File: src/utf8dc_pkg.sv
// Shared constants for the UTF-8 decode and count unit.
// No dependencies; imported by utf8_decode_and_count_unit.
`timescale 1ns / 1ps
`default_nettype none

package utf8dc_pkg;

  localparam int unsigned COUNT_BITS = 16;
  localparam int unsigned POS_BITS   = 16;
  localparam int unsigned CP_BITS    = 16;

  localparam logic [1:0] ST_CHAR  = 2'd0;
  localparam logic [1:0] ST_END   = 2'd1;
  localparam logic [1:0] ST_BAD   = 2'd2;
  localparam logic [1:0] ST_LIMIT = 2'd3;

  localparam logic CFG_LIMIT_ENABLE = 1'b0;
  localparam logic CFG_BYTE_LIMIT   = 1'b1;

  localparam logic [POS_BITS-1:0] POS_MAX = {POS_BITS{1'b1}};

endpackage

`default_nettype wire

File: src/utf8_decode_and_count_unit.sv
// UTF-8 decoder and character counter: one string byte per transaction in,
// at most one decoded character, end, malformed or limit result out.
// Depends on utf8dc_pkg.
// Results are registered: each appears on the output register in the cycle after its byte is accepted.
// Throughput: one byte per cycle; a stalled output holds one result and
// blocks input only while it is not taken.
// Reset: synchronous, active low; clears string state, output valid and sets
// limit_enable to 0 and byte_limit to 0xFFFF.
`timescale 1ns / 1ps
`default_nettype none

module utf8_decode_and_count_unit
  import utf8dc_pkg::*;
(
  input  wire logic        clk,
  input  wire logic        rst_n,
  input  wire logic        in_tvalid,
  output logic             in_tready,
  input  wire logic [7:0]  in_tdata,   // [7:0] data_byte
  output logic             out_tvalid,
  input  wire logic        out_tready,
  output logic [47:0]      out_tdata,  // [15:0] code_point, [31:16] char_count, [47:32] end_offset
  output logic [1:0]       out_tuser,  // [1:0] status
  input  wire logic        cfg_we,
  input  wire logic        cfg_addr,
  input  wire logic [15:0] cfg_wdata
);

  logic                  limit_en_r;
  logic [POS_BITS-1:0]   byte_limit_r;

  logic [1:0]            pend_r, pend_nxt;
  logic [CP_BITS-1:0]    acc_r, acc_nxt;
  logic [POS_BITS-1:0]   pos_r, pos_nxt;
  logic [COUNT_BITS-1:0] count_r, count_nxt;
  logic                  discard_r, discard_nxt;

  logic                  out_valid_r;
  logic [CP_BITS-1:0]    code_r, code_nxt;
  logic [1:0]            status_r, status_nxt;
  logic [15:0]           cnt_out_r;
  logic [POS_BITS-1:0]   end_r, end_nxt;
  logic                  emit;

  logic                  accept;
  logic [7:0]            b;
  logic [POS_BITS-1:0]   pos_adv;
  logic [COUNT_BITS-1:0] count_inc;
  logic [15:0]           count_low;
  logic [CP_BITS-1:0]    acc_shift;

  assign in_tready = !out_valid_r || out_tready;
  assign accept    = in_tvalid && in_tready;
  assign b         = in_tdata;
  assign pos_adv   = (pos_r != POS_MAX) ? pos_r + 1'b1 : pos_r;
  assign count_inc = (count_r != {COUNT_BITS{1'b1}}) ? count_r + 1'b1 : count_r;
  assign acc_shift = {acc_r[CP_BITS-7:0], b[5:0]};

  generate
    if (COUNT_BITS >= 16) begin : g_cnt_trunc
      assign count_low = count_r[15:0];
    end else begin : g_cnt_ext
      assign count_low = {{(16-COUNT_BITS){1'b0}}, count_r};
    end
  endgenerate

  always_comb begin
    pend_nxt    = pend_r;
    acc_nxt     = acc_r;
    pos_nxt     = pos_r;
    count_nxt   = count_r;
    discard_nxt = discard_r;
    emit        = 1'b0;
    code_nxt    = '0;
    status_nxt  = ST_CHAR;
    end_nxt     = pos_adv;

    if (discard_r) begin
      if (b == 8'h00) begin
        pend_nxt    = '0;
        acc_nxt     = '0;
        pos_nxt     = '0;
        count_nxt   = '0;
        discard_nxt = 1'b0;
      end
    end else if (b == 8'h00) begin
      emit        = 1'b1;
      status_nxt  = ST_END;
      end_nxt     = pos_r;
      pend_nxt    = '0;
      acc_nxt     = '0;
      pos_nxt     = '0;
      count_nxt   = '0;
    end else begin
      pos_nxt = pos_adv;
      if (pend_r == 2'd0) begin
        if (b[7] == 1'b0) begin
          emit     = 1'b1;
          code_nxt = {{(CP_BITS-8){1'b0}}, b};
        end else if (b[7:5] == 3'b110) begin
          acc_nxt  = {{(CP_BITS-5){1'b0}}, b[4:0]};
          pend_nxt = 2'd1;
        end else if (b[7:4] == 4'b1110) begin
          acc_nxt  = {{(CP_BITS-4){1'b0}}, b[3:0]};
          pend_nxt = 2'd2;
        end else begin
          emit        = 1'b1;
          status_nxt  = ST_BAD;
          discard_nxt = 1'b1;
        end
      end else if (b[7:6] != 2'b10) begin
        emit        = 1'b1;
        status_nxt  = ST_BAD;
        discard_nxt = 1'b1;
        pend_nxt    = '0;
      end else begin
        acc_nxt  = acc_shift;
        pend_nxt = pend_r - 1'b1;
        if (pend_r == 2'd1) begin
          emit     = 1'b1;
          code_nxt = acc_shift;
        end
      end
      // finish a completed character: limit check, then count
      if (emit && status_nxt == ST_CHAR) begin
        if (limit_en_r && (pos_adv > byte_limit_r)) begin
          status_nxt  = ST_LIMIT;
          code_nxt    = '0;
          discard_nxt = 1'b1;
          pend_nxt    = '0;
        end else begin
          count_nxt = count_inc;
        end
      end
    end
  end

  always_ff @(posedge clk) begin
    if (!rst_n) begin
      limit_en_r   <= 1'b0;
      byte_limit_r <= POS_MAX;
    end else if (cfg_we) begin
      case (cfg_addr)
        CFG_LIMIT_ENABLE: limit_en_r   <= cfg_wdata[0];
        CFG_BYTE_LIMIT:   byte_limit_r <= cfg_wdata[POS_BITS-1:0];
        default:          limit_en_r   <= limit_en_r;
      endcase
    end
  end

  always_ff @(posedge clk) begin
    if (!rst_n) begin
      pend_r    <= '0;
      acc_r     <= '0;
      pos_r     <= '0;
      count_r   <= '0;
      discard_r <= 1'b0;
    end else if (accept) begin
      pend_r    <= pend_nxt;
      acc_r     <= acc_nxt;
      pos_r     <= pos_nxt;
      count_r   <= count_nxt;
      discard_r <= discard_nxt;
    end
  end

  always_ff @(posedge clk) begin
    if (!rst_n) begin
      out_valid_r <= 1'b0;
    end else if (accept && emit) begin
      out_valid_r <= 1'b1;
    end else if (out_tready) begin
      out_valid_r <= 1'b0;
    end
  end

  always_ff @(posedge clk) begin
    if (accept && emit) begin
      code_r    <= code_nxt;
      status_r  <= status_nxt;
      cnt_out_r <= count_low;
      end_r     <= end_nxt;
    end
  end

  assign out_tvalid = out_valid_r;
  assign out_tdata  = {end_r, cnt_out_r, code_r};
  assign out_tuser  = status_r;

`ifndef NO_ASSERTIONS
  a_code_zero: assert property (@(posedge clk) disable iff (!rst_n)
    out_valid_r && (status_r != ST_CHAR) |-> (code_r == '0))
    else $error("code_point non-zero on a non-character result");

  a_pend_range: assert property (@(posedge clk) disable iff (!rst_n)
    pend_r != 2'd3)
    else $error("pending continuation count out of range");

  a_discard_idle: assert property (@(posedge clk) disable iff (!rst_n)
    discard_r |-> (pend_r == 2'd0))
    else $error("discarding with a sequence still pending");

  a_nul_clears: assert property (@(posedge clk) disable iff (!rst_n)
    accept && (in_tdata == 8'h00) |=> (pos_r == '0) && (count_r == '0) && !discard_r)
    else $error("string state not cleared after NUL");
`endif

endmodule

`default_nettype wire

File: config.mk
export PLATFORM = sky130hd
export DESIGN_NAME = utf8_decode_and_count_unit
export DESIGN_NICKNAME = d
export VERILOG_FILES = /design/src/utf8dc_pkg.sv /design/src/utf8_decode_and_count_unit.sv
export SDC_FILE = /design/constraint.sdc
export NUM_CORES = 1
export LEC_CHECK = 0
export ABC_CLOCK_PERIOD_IN_PS = 12000
export BUFFER_PORTS_ARGS = -buffer_cell sky130_fd_sc_hd__buf_2
export CORE_MARGIN = 2
export CORE_UTILIZATION = 61
export CTS_BUF_LIST = sky130_fd_sc_hd__clkbuf_4
export CTS_CLUSTER_SIZE = 25
export DETAILED_ROUTE_END_ITERATION = 10
export PLACE_DENSITY = 0.9
export SLEW_MARGIN = 20
export SYNTH_ARGS = -nofsm -noshare
export SYNTH_HDL_FRONTEND = slang
export SYNTH_SLANG_ARGS = --single-unit
export TNS_END_PERCENT = 5
File: constraint.sdc
create_clock -name clk -period 12 [get_ports clk]
set_input_delay 0.6 -clock clk [delete_from_list [all_inputs] [get_ports clk]]
set_output_delay 0.6 -clock clk [all_outputs]
set_load 0.05 [all_outputs]
==> results of run 1 <==
[worst max-delay path: stages, from the launching register on]
cell and delay, ns:
dfxtp_1 0.48, ha_1 0.28, nand2_1 0.18, nor4_4 0.46, a31oi_1 0.30, nand2_1 0.29
nor2_1 0.10, xor2_1 0.15, ha_1 0.32, nand4_1 0.18, o41ai_2 0.51, a31oi_2 0.13
o21a_1 0.41, or4_1 0.50, a21oi_1 0.15
[worst min path at each step]
| stage | from | end |
|---|---|---|
| after global placement | acc_r[7] | acc_r[7] |
| after floorplan | acc_r[7] | acc_r[7] |
| after global routing | cfg_wdata[14] | byte_limit_r[14] |
| final | cfg_wdata[15] | byte_limit_r[15] |
| after detailed placement | acc_r[7] | acc_r[7] |
| after CTS | cfg_wdata[12] | byte_limit_r[12] |
[placed cells by master (no fill, tap or decap), types with 18 or more instances in the layout]
cell type  synthesis  final
o211ai_1          18     18
dfxtp_1           63     63
inv_1             25     25
edfxtp_1          50     50
nand3_1           23     23
and2_1            23     23
o21ai_0           21     21
nor2_1            55     55
buf_2              7     81
a21oi_1           43     43
nand2_1           60     60
ha_1              20     20
[layer usage]
layer / part of all wire (%) / vias up / track usage (%)
met5: 0 / - / 0
met4: 1.8 / 0 / 8.32
met3: 7.7 / 34 / 7.09
met2: 52 / 211 / 48.0
met1: 38 / 2164 / 31.9
li1: - / 2190 / -
[power breakdown]
group / internal, mW / total [mW] / switching [mW] / leakage, nW
combinational: 0.0359 / 0.154 / 0.118 / 1.39
sequential: 0.428 / 0.438 / 0.0103 / 1.00
clock: 0.167 / 0.325 / 0.158 / 0.165
[through the flow]
stage | power [mW] | instance area (um2) | hold WS [ns] | setup WS [ns]
5_1_grt | 0.950 | 6180 | 0.287 | 7.19
3_3_place_gp | 0.594 | 5850 | 0.437 | 7.89
4_1_cts | 0.919 | 6180 | 0.273 | 7.61
3_5_place_dp | 0.599 | 5850 | 0.448 | 7.67
2_1_floorplan | 0.564 | 5410 | 0.427 | 6.28
6_report | 0.917 | 6180 | 0.302 | 7.49
[cells by family (layout without fill, tap and decap cells)]
logic type | Yosys count | count (layout) | synth area share (%)
compound gates | 125 | 125 | 14.8
fa+ha+maj | 20 | 20 | 4.63
flops | 113 | 113 | 51.1
mux | 3 | 3 | 0.578
buf+inv | 56 | 140 | 4.19
simple gates | 228 | 228 | 21.0
xor+xnor | 23 | 23 | 3.72
[flip-flops by register name, summed over array words and instances, names as in the netlist, 2 cells and up]
name / cells
acc_r: 10
byte_limit_r: 16
cnt_out_r: 16
code_r: 16
count_low: 16
end_r: 16
out_tuser: 2
pend_r: 2
pos_r: 16
[area by class of cell]
| type | count | area (um2) |
|---|---|---|
| sequential | 113 | 2760 |
| fill | 654 | 2490 |
| multi-input combinational | 399 | 2440 |
| timing repair buffer | 83 | 420 |
| clock inverter | 15 | 208 |
| tap | 108 | 135 |
| clock buffer | 17 | 128 |
| inverter | 25 | 93.8 |
==> results.md, run 1 <==
- Area leader, netlist: edfxtp_1
- Syn Inst Count: 568
- Layout Skew: 0.0187 ns
- CTS Sinks: 113
- Grt ovf: 0
- Outcome: completed
- Post-Route Setup TNS: 0 ns
- Core area: slightly below 0.009 mm2
- Post-DR vias/cell: 6.05
- Synth area leaders: edfxtp_1, dfxtp_1, ha_1
- # rows: 34
- Worst R2R Setup Slack: 7.49 ns
- Clock-pin transition on the worst setup and hold timing paths: approximately 0.11 ns
- Vias in the first global route: 4438
- Cell total after placement: between 700 and 800
- Final nets: a little under 700
- Cts bufs inserted: 17
- Number of setup violations in the final report: 0
- Hold Path Depth: 3
- Die Area: a little under 0.01 mm2
- Fin util: a little under three quarters
- H-tree levels: 4
- Chip width: between 90 and 100 um
- Antenna violations before repair: 0
- Die Height: 98.2 um
- Layout cell share with drive strength beyond 1: 19.5%
- Post-route clock period utilization: between 30 and 40%
- Worst R2R End: count_low[4]
- Hold Path Class: input pin to register
- Max cap viols: 0
- Most common cell in the netlist: dfxtp_1
- Average size of a mapped cell: 9.52 um2
- Crit path from: pos_r[0]
- Initial Util: a little over 60%
- Worst EP required: 12.45 ns
- Slew margin rel.: 34.2%
- # IOs: 82
- Antenna-violating nets left: 0
- RSZ-0062 raised after global routing: false
- Routability Congestion: around 0.9
- Hold Buf Count CTS: 0
- DRT Wirelength: 12500 um
- Worst IR Drop VDD: 63.8 uV
- Fmax achieved: 221 MHz
- Via count: 4599
- Syn_nets: 618
- LEAKAGE: 2.56 nW
- Worst-margin pin slew: 0.985 ns
- Worst Setup Path Type: register to register
- Post-Syn Area: 0.00541 mm2
- Largest net degree at the start of global routing: 33
- CTS tree: built
- Tmin final: 4.51 ns
- Synth top cells by count: dfxtp_1, nand2_1, nor2_1
- Critical Path Fanout Max: 20
- DP HPWL: 8810 um
- Drt drc: 0
- Clk_lat worst skew: 0.52 ns
- Area share of the largest cell type after synthesis: 27.8%
- Clk buf depth: 2
- Tot GR Track Use: 26.9%
- Worst setup path end: count_low[4]
- Layout Cells excl Fill: 760
- Synth-to-layout area growth: 14.3%
- Post-synth cell types: 56
- R2R cell count: 14
- Initial DRC count: between 200 and 300
- Final hold violation count: 0
- Post-cts gate resize count: 0
- Count of pins over their slew limit: 0
- Post-CTS setup buffers: 0
- First-pass GRT wire length: 20800 um
- Synth async-reset ratio: 0%
- WL per Instance: 16.5 um
- Pwr per Cell Area: between 100 and 150 mW/mm2
- Worst Setup End Kind: register
- #FFs+latches synth: between 100 and 150
- Arrival time worst endpoint: roughly 5 ns
- Total number of yosys warnings: 0
- Number of synthesized flops with an enable pin: 50
- N_diodes: 0
- Seq/Total Area, Yosys: between 50% and 60%
- Worst R2R Start: pos_r[0]
- Port bufs: between 80 and 90
- Clk root buf: clkbuf_4
- DRT Pass-1 Iters: 5
- Worst setup SP type: register
- Top FF cell, synth: dfxtp_1
Note: power is estimated with default switching activity, not from simulation.
==> run 2, diff against run 1 <==
--- a/config.mk
+++ b/config.mk
@@ -5,14 +5,14 @@
 export SDC_FILE = /design/constraint.sdc
 export NUM_CORES = 1
 export LEC_CHECK = 0
-export ABC_CLOCK_PERIOD_IN_PS = 12000
+export ABC_CLOCK_PERIOD_IN_PS = 4050
 export BUFFER_PORTS_ARGS = -buffer_cell sky130_fd_sc_hd__buf_2
 export CORE_MARGIN = 2
-export CORE_UTILIZATION = 61
+export CORE_UTILIZATION = 53
 export CTS_BUF_LIST = sky130_fd_sc_hd__clkbuf_4
 export CTS_CLUSTER_SIZE = 25
 export DETAILED_ROUTE_END_ITERATION = 10
-export PLACE_DENSITY = 0.9
+export PLACE_DENSITY = 0.83
 export SLEW_MARGIN = 20
 export SYNTH_ARGS = -nofsm -noshare
 export SYNTH_HDL_FRONTEND = slang
==> constraint.sdc (replaced) <==
create_clock -name clk -period 4.05 [get_ports clk]
set_input_delay 0.2025 -clock clk [delete_from_list [all_inputs] [get_ports clk]]
set_output_delay 0.2025 -clock clk [all_outputs]
set_load 0.05 [all_outputs]
==> results.md, run 2 (synthesis gave the netlist of run 1 again) <==
- Outcome: completed (unchanged)
- Fmax achieved: 253 MHz (was 221 MHz)
- DRT Wirelength: 12400 um (was 12500 um)
- Die Height: 105 um (was 98.2 um)
- Post-layout instance area: 0.00652 mm2 (was 0.00618 mm2)
- DP HPWL: 8520 um (was 8810 um)
- Max cap viols: 0 (unchanged)
- Worst Setup Path Type: register to register (unchanged)
- Slew margin rel.: 31.6% (was 34.2%)
- Die Area: 0.0110 mm2 (was 0.00964 mm2)
- Worst Hold Launch: cfg_we (was cfg_wdata[15])
- Post-Route Setup TNS: 0 ns (unchanged)
- Chip width: 105 um (was 98.2 um)
- Arrival time worst endpoint: 4.21 ns (was 4.96 ns)
- Worst EP required: 4.32 ns (was 12.45 ns)
- Worst IR Drop VDD: 211 uV (was 63.8 uV)
- Routability Congestion: 0.882 (was 0.918)
- Worst R2R Setup Slack: 0.10 ns (was 7.49 ns)
- Crit path from: pos_r[1] (was pos_r[0])
- Vias in the first global route: 4454 (was 4438)
- Fin util: 66.4% (was 71.3%)
- Post-route clock period utilization: 97.4% (was 37.6%)
- Worst R2R Start: pos_r[1] (was pos_r[0])
- LEAKAGE: 2.71 nW (was 2.56 nW)
- Area of the multi-input gates: 0.00247 mm2 (was 0.00244 mm2)
- Core area: 0.00982 mm2 (was 0.00868 mm2)
- Worst R2R End: code_r[6] (was count_low[4])
- Post-placement cell area: 0.00595 mm2 (was 0.00585 mm2)
- Layout Cells excl Fill: 817 (was 760)
- Most used cells in the layout excluding fill and tap cells: buf_2, dfxtp_1, nand2_1 (unchanged)
- Worst Setup End Kind: register (unchanged)
- Layout Skew: 0.0202 ns (was 0.0187 ns)
- Initial Util: 55.1% (was 62.3%)
- N_diodes: 0 (unchanged)
- Tot GR Track Use: 23.7% (was 26.9%)
- Clk root buf: clkbuf_4 (unchanged)
- Clk_lat worst skew: 0.52 ns (about the same)
- Worst hold endpoint: limit_en_r (was byte_limit_r[15])
- Fillcell total: 818 (was 654)
- # rows: 36 (was 34)
- Port bufs: 81 (unchanged)
- Most common cell after layout, fill and taps aside: buf_2 (unchanged)
- Final nets: 721 (was 689)
- H-tree levels: 4 (unchanged)
- Final hold slack: 0.0363 ns (was 0.302 ns)
- Hold Path Depth: 4 (was 3)
- Drt drc: 0 (unchanged)
- Cell total after placement: 763 (was 728)
- Clock-pin transition on the worst setup and hold timing paths: 0.10 ns (was 0.11 ns)
- Register area: 0.00276 mm2 (about the same)
- CTS Sinks: 113 (unchanged)
- CTS tree: built (unchanged)
- # IOs: 82 (unchanged)
- Clk buf depth: 2 (unchanged)
- Critical Path Fanout Max: 10 (was 20)
- Final hold violation count: 0 (unchanged)
- Tmin final: 3.95 ns (was 4.51 ns)
- WL per Instance: 15.2 um (was 16.5 um)
- Pwr per Cell Area: 413 mW/mm2 (was 148 mW/mm2)
- Largest net degree at the start of global routing: 33 (unchanged)
- Antenna violations before repair: 0 (unchanged)
- Initial DRC count: 295 (was 292)
- Cts bufs inserted: 17 (unchanged)
- Post-DR vias/cell: 5.63 (was 6.05)
- Hold Path Class: input pin to register (unchanged)
- Worst setup SP type: register (unchanged)
- DRT Pass-1 Iters: 5 (unchanged)
- Count of pins over their slew limit: 0 (unchanged)
- R2R cell count: 14 (unchanged)
- Grt ovf: 0 (unchanged)
- Layout cell share with drive strength beyond 1: 20.6% (was 19.5%)
- Antenna-violating nets left: 0 (unchanged)
- Number of setup violations in the final report: 0 (unchanged)
- Worst-margin pin slew: 1.02 ns (was 0.985 ns)
- First-pass GRT wire length: 20800 um (about the same)
- Via count: 4603 (was 4599)
- Synth-to-layout area growth: 20.5% (was 14.3%)
==> run 2: changes by cell type in the layout (fill, tap and decap cells not counted), moves of 3 or more <==
cell / previous run / this run
clkbuf_4: 17 / 20
dlygate4sd3_1: 0 / 21
clkinv_4: 4 / 1
clkinv_2: 1 / 5
buf_4: 2 / 13
clkinvlp_4: 4 / 1
==> run 2: worst max-delay path: stages (launching register included) <==
cell and delay (ns):
dfxtp_1 0.45, ha_2 0.27, nand2_1 0.21, nor4_4 0.23
and3_1 0.27, mux2i_1 0.27, inv_1 0.09, ha_1 0.30
nor2b_1 0.15, o211ai_1 0.10, a2111o_1 0.44, a31oi_4 0.24
nand2_1 0.10, and4_1 0.30, a32o_1 0.26
==> run 2: area by class of cell <==
type | count | share of cell area [%]
Clock buffer | 20 | 2.30
Clock inverter | 12 | 2.53
Inverter | 25 | 1.44
Multi-Input combinational cell | 399 | 37.8
Sequential cell | 113 | 42.4
Tap cell | 133 | 2.55
Timing Repair Buffer | 115 | 10.9
==> run 2: metal layers <==
metal	GRT usage, %	vias up	wire length (um)
li1	-	2259	-
met1	28.9	2126	5330
met2	40.0	186	6080
met3	5.74	32	702
met4	9.62	0	263
met5	0	-	0
==> run 2: metrics by stage <==
step / total power [mW] / worst slack (ns)
after floorplan: 1.67 / 0.167
after global placement: 1.77 / 0.237
after detailed placement: 1.78 / 0.0194
after CTS: 2.70 / 0.0156
after global routing: 2.80 / -0.0232
final: 2.69 / 0.105
==> run 2: where the power goes <==
part | internal (mW) | leakage [nW] | switching, mW
Sequential | 1.27 | 1.00 | 0.0290
Combinational | 0.124 | 1.53 | 0.354
Clock | 0.504 | 0.174 | 0.417
Total | 1.89 | 2.71 | 0.801
==> run 2: timing repair <==
item,4_1_cts,5_1_grt
setup buffers,0,1
resized for setup,3,4
endpoints found under the setup margin,11,20
hold buffers,21,0
endpoints found under the hold margin,22,0
pin swaps,0,1
==> run 2: worst max-delay path by stage <==
| stage | to | slack, ns | depth (start not counted) |
|---|---|---|---|
| 2_1_floorplan | cnt_out_r[0] | 0.17 | 4 |
| 3_3_place_gp | count_low[4] | 0.24 | 13 |
| 3_5_place_dp | count_low[10] | 0.02 | 14 |
| 4_1_cts | code_r[6] | 0.02 | 14 |
| 5_1_grt | count_low[4] | -0.02 | 14 |
| 6_report | code_r[6] | 0.10 | 14 |
==> run 3, diff against run 2 <==
--- a/config.mk
+++ b/config.mk
@@ -12,6 +12,7 @@
 export CTS_BUF_LIST = sky130_fd_sc_hd__clkbuf_4
 export CTS_CLUSTER_SIZE = 25
 export DETAILED_ROUTE_END_ITERATION = 10
+export GPL_TIMING_DRIVEN = 0
 export PLACE_DENSITY = 0.83
 export SLEW_MARGIN = 20
 export SYNTH_ARGS = -nofsm -noshare
==> results.md, run 3 (synthesis gave the netlist of run 1 again) <==
- Worst R2R Setup Slack: 0.16 ns (was 0.10 ns)
- Layout Skew: 0.0153 ns (was 0.0202 ns)
- Layout Cells excl Fill: 837 (was 817)
- Tot GR Track Use: 23.7% (about the same)
- Grt ovf: 0 (unchanged)
- Worst-margin pin slew: 0.664 ns (was 1.02 ns)
- Die Height: 105 um (unchanged)
- Slew margin rel.: 55.5% (was 31.6%)
- Via count: 4664 (was 4603)
- Final hold violation count: 0 (unchanged)
- Worst R2R End: code_r[6] (unchanged)
- Hold Path Depth: 4 (unchanged)
- Cts bufs inserted: 17 (unchanged)
- Worst setup SP type: register (unchanged)
- Worst setup path end: code_r[6] (unchanged)
- Worst Setup Path Type: register to register (unchanged)
- Post-layout instance area: 0.00657 mm2 (was 0.00652 mm2)
- Vias in the first global route: 4527 (was 4454)
- LEAKAGE: 2.72 nW (was 2.71 nW)
- Tmin final: 3.89 ns (was 3.95 ns)
- Fmax achieved: 257 MHz (was 253 MHz)
- Fin util: 66.9% (was 66.4%)
- Initial DRC count: 308 (was 295)
- Critical Path Fanout Max: 10 (unchanged)
- Arrival time worst endpoint: 4.17 ns (was 4.21 ns)
- Post-DR vias/cell: 5.57 (was 5.63)
- Synth-to-layout area growth: 21.5% (was 20.5%)
- Port bufs: 81 (unchanged)
- RSZ-0062 raised after global routing: false
- Crit path from: pos_r[0] (was pos_r[1])
- Max cap viols: 0 (unchanged)
- Clk_lat worst skew: 0.52 ns (about the same)
- Routability Congestion: 0.899 (was 0.882)
- Layout cell share with drive strength beyond 1: 20.3% (was 20.6%)
- CTS Sinks: 113 (unchanged)
- # IOs: 82 (unchanged)
- Antenna violations before repair: 0 (unchanged)
- Initial Util: 55.1% (unchanged)
- Antenna-violating nets left: 0 (unchanged)
- WL per Instance: 14.9 um (was 15.2 um)
- First-pass GRT wire length: 20800 um (about the same)
- Clk root buf: clkbuf_4 (unchanged)
- Worst Hold Launch: cfg_we (unchanged)
- Post-Place Setup Slack: -0.442 ns (was 0.0194 ns)
- Pwr per Cell Area: 392 mW/mm2 (was 413 mW/mm2)
- Clock-pin transition on the worst setup and hold timing paths: 0.10 ns (about the same)
- DP HPWL: 8850 um (was 8520 um)
- Most used cells in the layout excluding fill and tap cells: buf_2, dfxtp_1, nand2_1 (unchanged)
- R2R cell count: 15 (was 14)
- CTS tree: built (unchanged)
- Chip width: 105 um (unchanged)
- Cell total after placement: 785 (was 763)
- Worst R2R Start: pos_r[0] (was pos_r[1])
- N_diodes: 0 (unchanged)
- Post-route clock period utilization: 96.1% (was 97.4%)
- Register area: 0.00277 mm2 (was 0.00276 mm2)
- # rows: 36 (unchanged)
- Core area: 0.00982 mm2 (unchanged)
- Count of pins over their slew limit: 0 (unchanged)
- Worst EP required: 4.33 ns (was 4.32 ns)
- Largest net degree at the start of global routing: 18 (was 33)
- Final setup margin: 0.160 ns (was 0.105 ns)
- Final nets: 741 (was 721)
- Fillcell total: 814 (was 818)
- Most common cell after layout, fill and taps aside: buf_2 (unchanged)
- Clk buf depth: 2 (unchanged)
- Area of the multi-input gates: 0.00249 mm2 (was 0.00247 mm2)
- H-tree levels: 4 (unchanged)
- DRT Pass-1 Iters: 5 (unchanged)
- Drt drc: 0 (unchanged)
- Post-placement cell area: 0.00603 mm2 (was 0.00595 mm2)
- Outcome: completed (unchanged)
- Die Area: 0.0110 mm2 (unchanged)
- Hold Path Class: input pin to register (unchanged)
- DRT Wirelength: 12400 um (about the same)
- Worst Setup End Kind: register (unchanged)
- Number of setup violations in the final report: 0 (unchanged)
- Worst IR Drop VDD: 212 uV (was 211 uV)
## run 3: cell count changes in the layout (fill, tap and decap cells not counted), moves of 3 or more
cell,change
clkbuf_1,+19
buf_4,-12
buf_2,+7
clkinv_1,+4
buf_6,+3
dfxtp_1,-3
## run 3: worst min path at each step
stage / to
after floorplan: byte_limit_r[0]
final: limit_en_r
after global placement: byte_limit_r[6]
after CTS: code_r[5]
after detailed placement: byte_limit_r[15]
after global routing: code_r[4]
## run 3: what timing repair did
action,in CTS,in global routing
hold buffers,22,0
pin swaps,1,1
setup buffers,1,0
endpoints found under the setup margin,32,12
endpoints found under the hold margin,23,0
resized for setup,8,9
## run 3: final cells by class
| type | instances | area share [%] |
|---|---|---|
| timing repair buffer | 107 | 10.2 |
| multi-input combinational | 399 | 38.0 |
| sequential | 113 | 42.1 |
| clock inverter | 11 | 1.50 |
| tap | 133 | 2.53 |
| clock buffer | 21 | 2.40 |
| inverter | 25 | 1.43 |
| buffer | 28 | 1.85 |
## run 3: critical path, cell delays in order (launching register included)
cell	delay (ns)
dfxtp_4	0.42
ha_4	0.18
nand2_2	0.11
nor4_4	0.35
and3_1	0.20
buf_2	0.19
mux2i_2	0.25
inv_1	0.11
ha_1	0.29
nor2b_1	0.12
o211ai_1	0.09
a2111o_1	0.44
a31oi_4	0.25
nand2_1	0.16
and4_4	0.25
a32o_1	0.22
## run 3: metrics by stage
step	TNS, ns	hold slack [ns]	power [mW]
6_report	0	0.0631	2.57
5_1_grt	0	0.0591	2.68
3_3_place_gp	-27.38	0.428	1.78
2_1_floorplan	0	0.341	1.67
4_1_cts	0	0.0260	2.58
3_5_place_dp	-5.27	0.432	1.80
## run 3: where the power goes
group / switching, mW / internal [mW]
Sequential: 0.0241 / 1.27
Combinational: 0.368 / 0.139
Clock: 0.399 / 0.379
Total: 0.791 / 1.78
## run 3: per-layer routing
layer | routed length (um) | track usage [%] | up-vias | share of wire (%)
li1 | - | - | 2289 | -
met3 | 708 | 4.99 | 31 | 5.7
met5 | 0 | 0 | - | 0
met2 | 6060 | 40.6 | 172 | 49
met1 | 5310 | 28.2 | 2172 | 43
met4 | 349 | 11.5 | 0 | 2.8
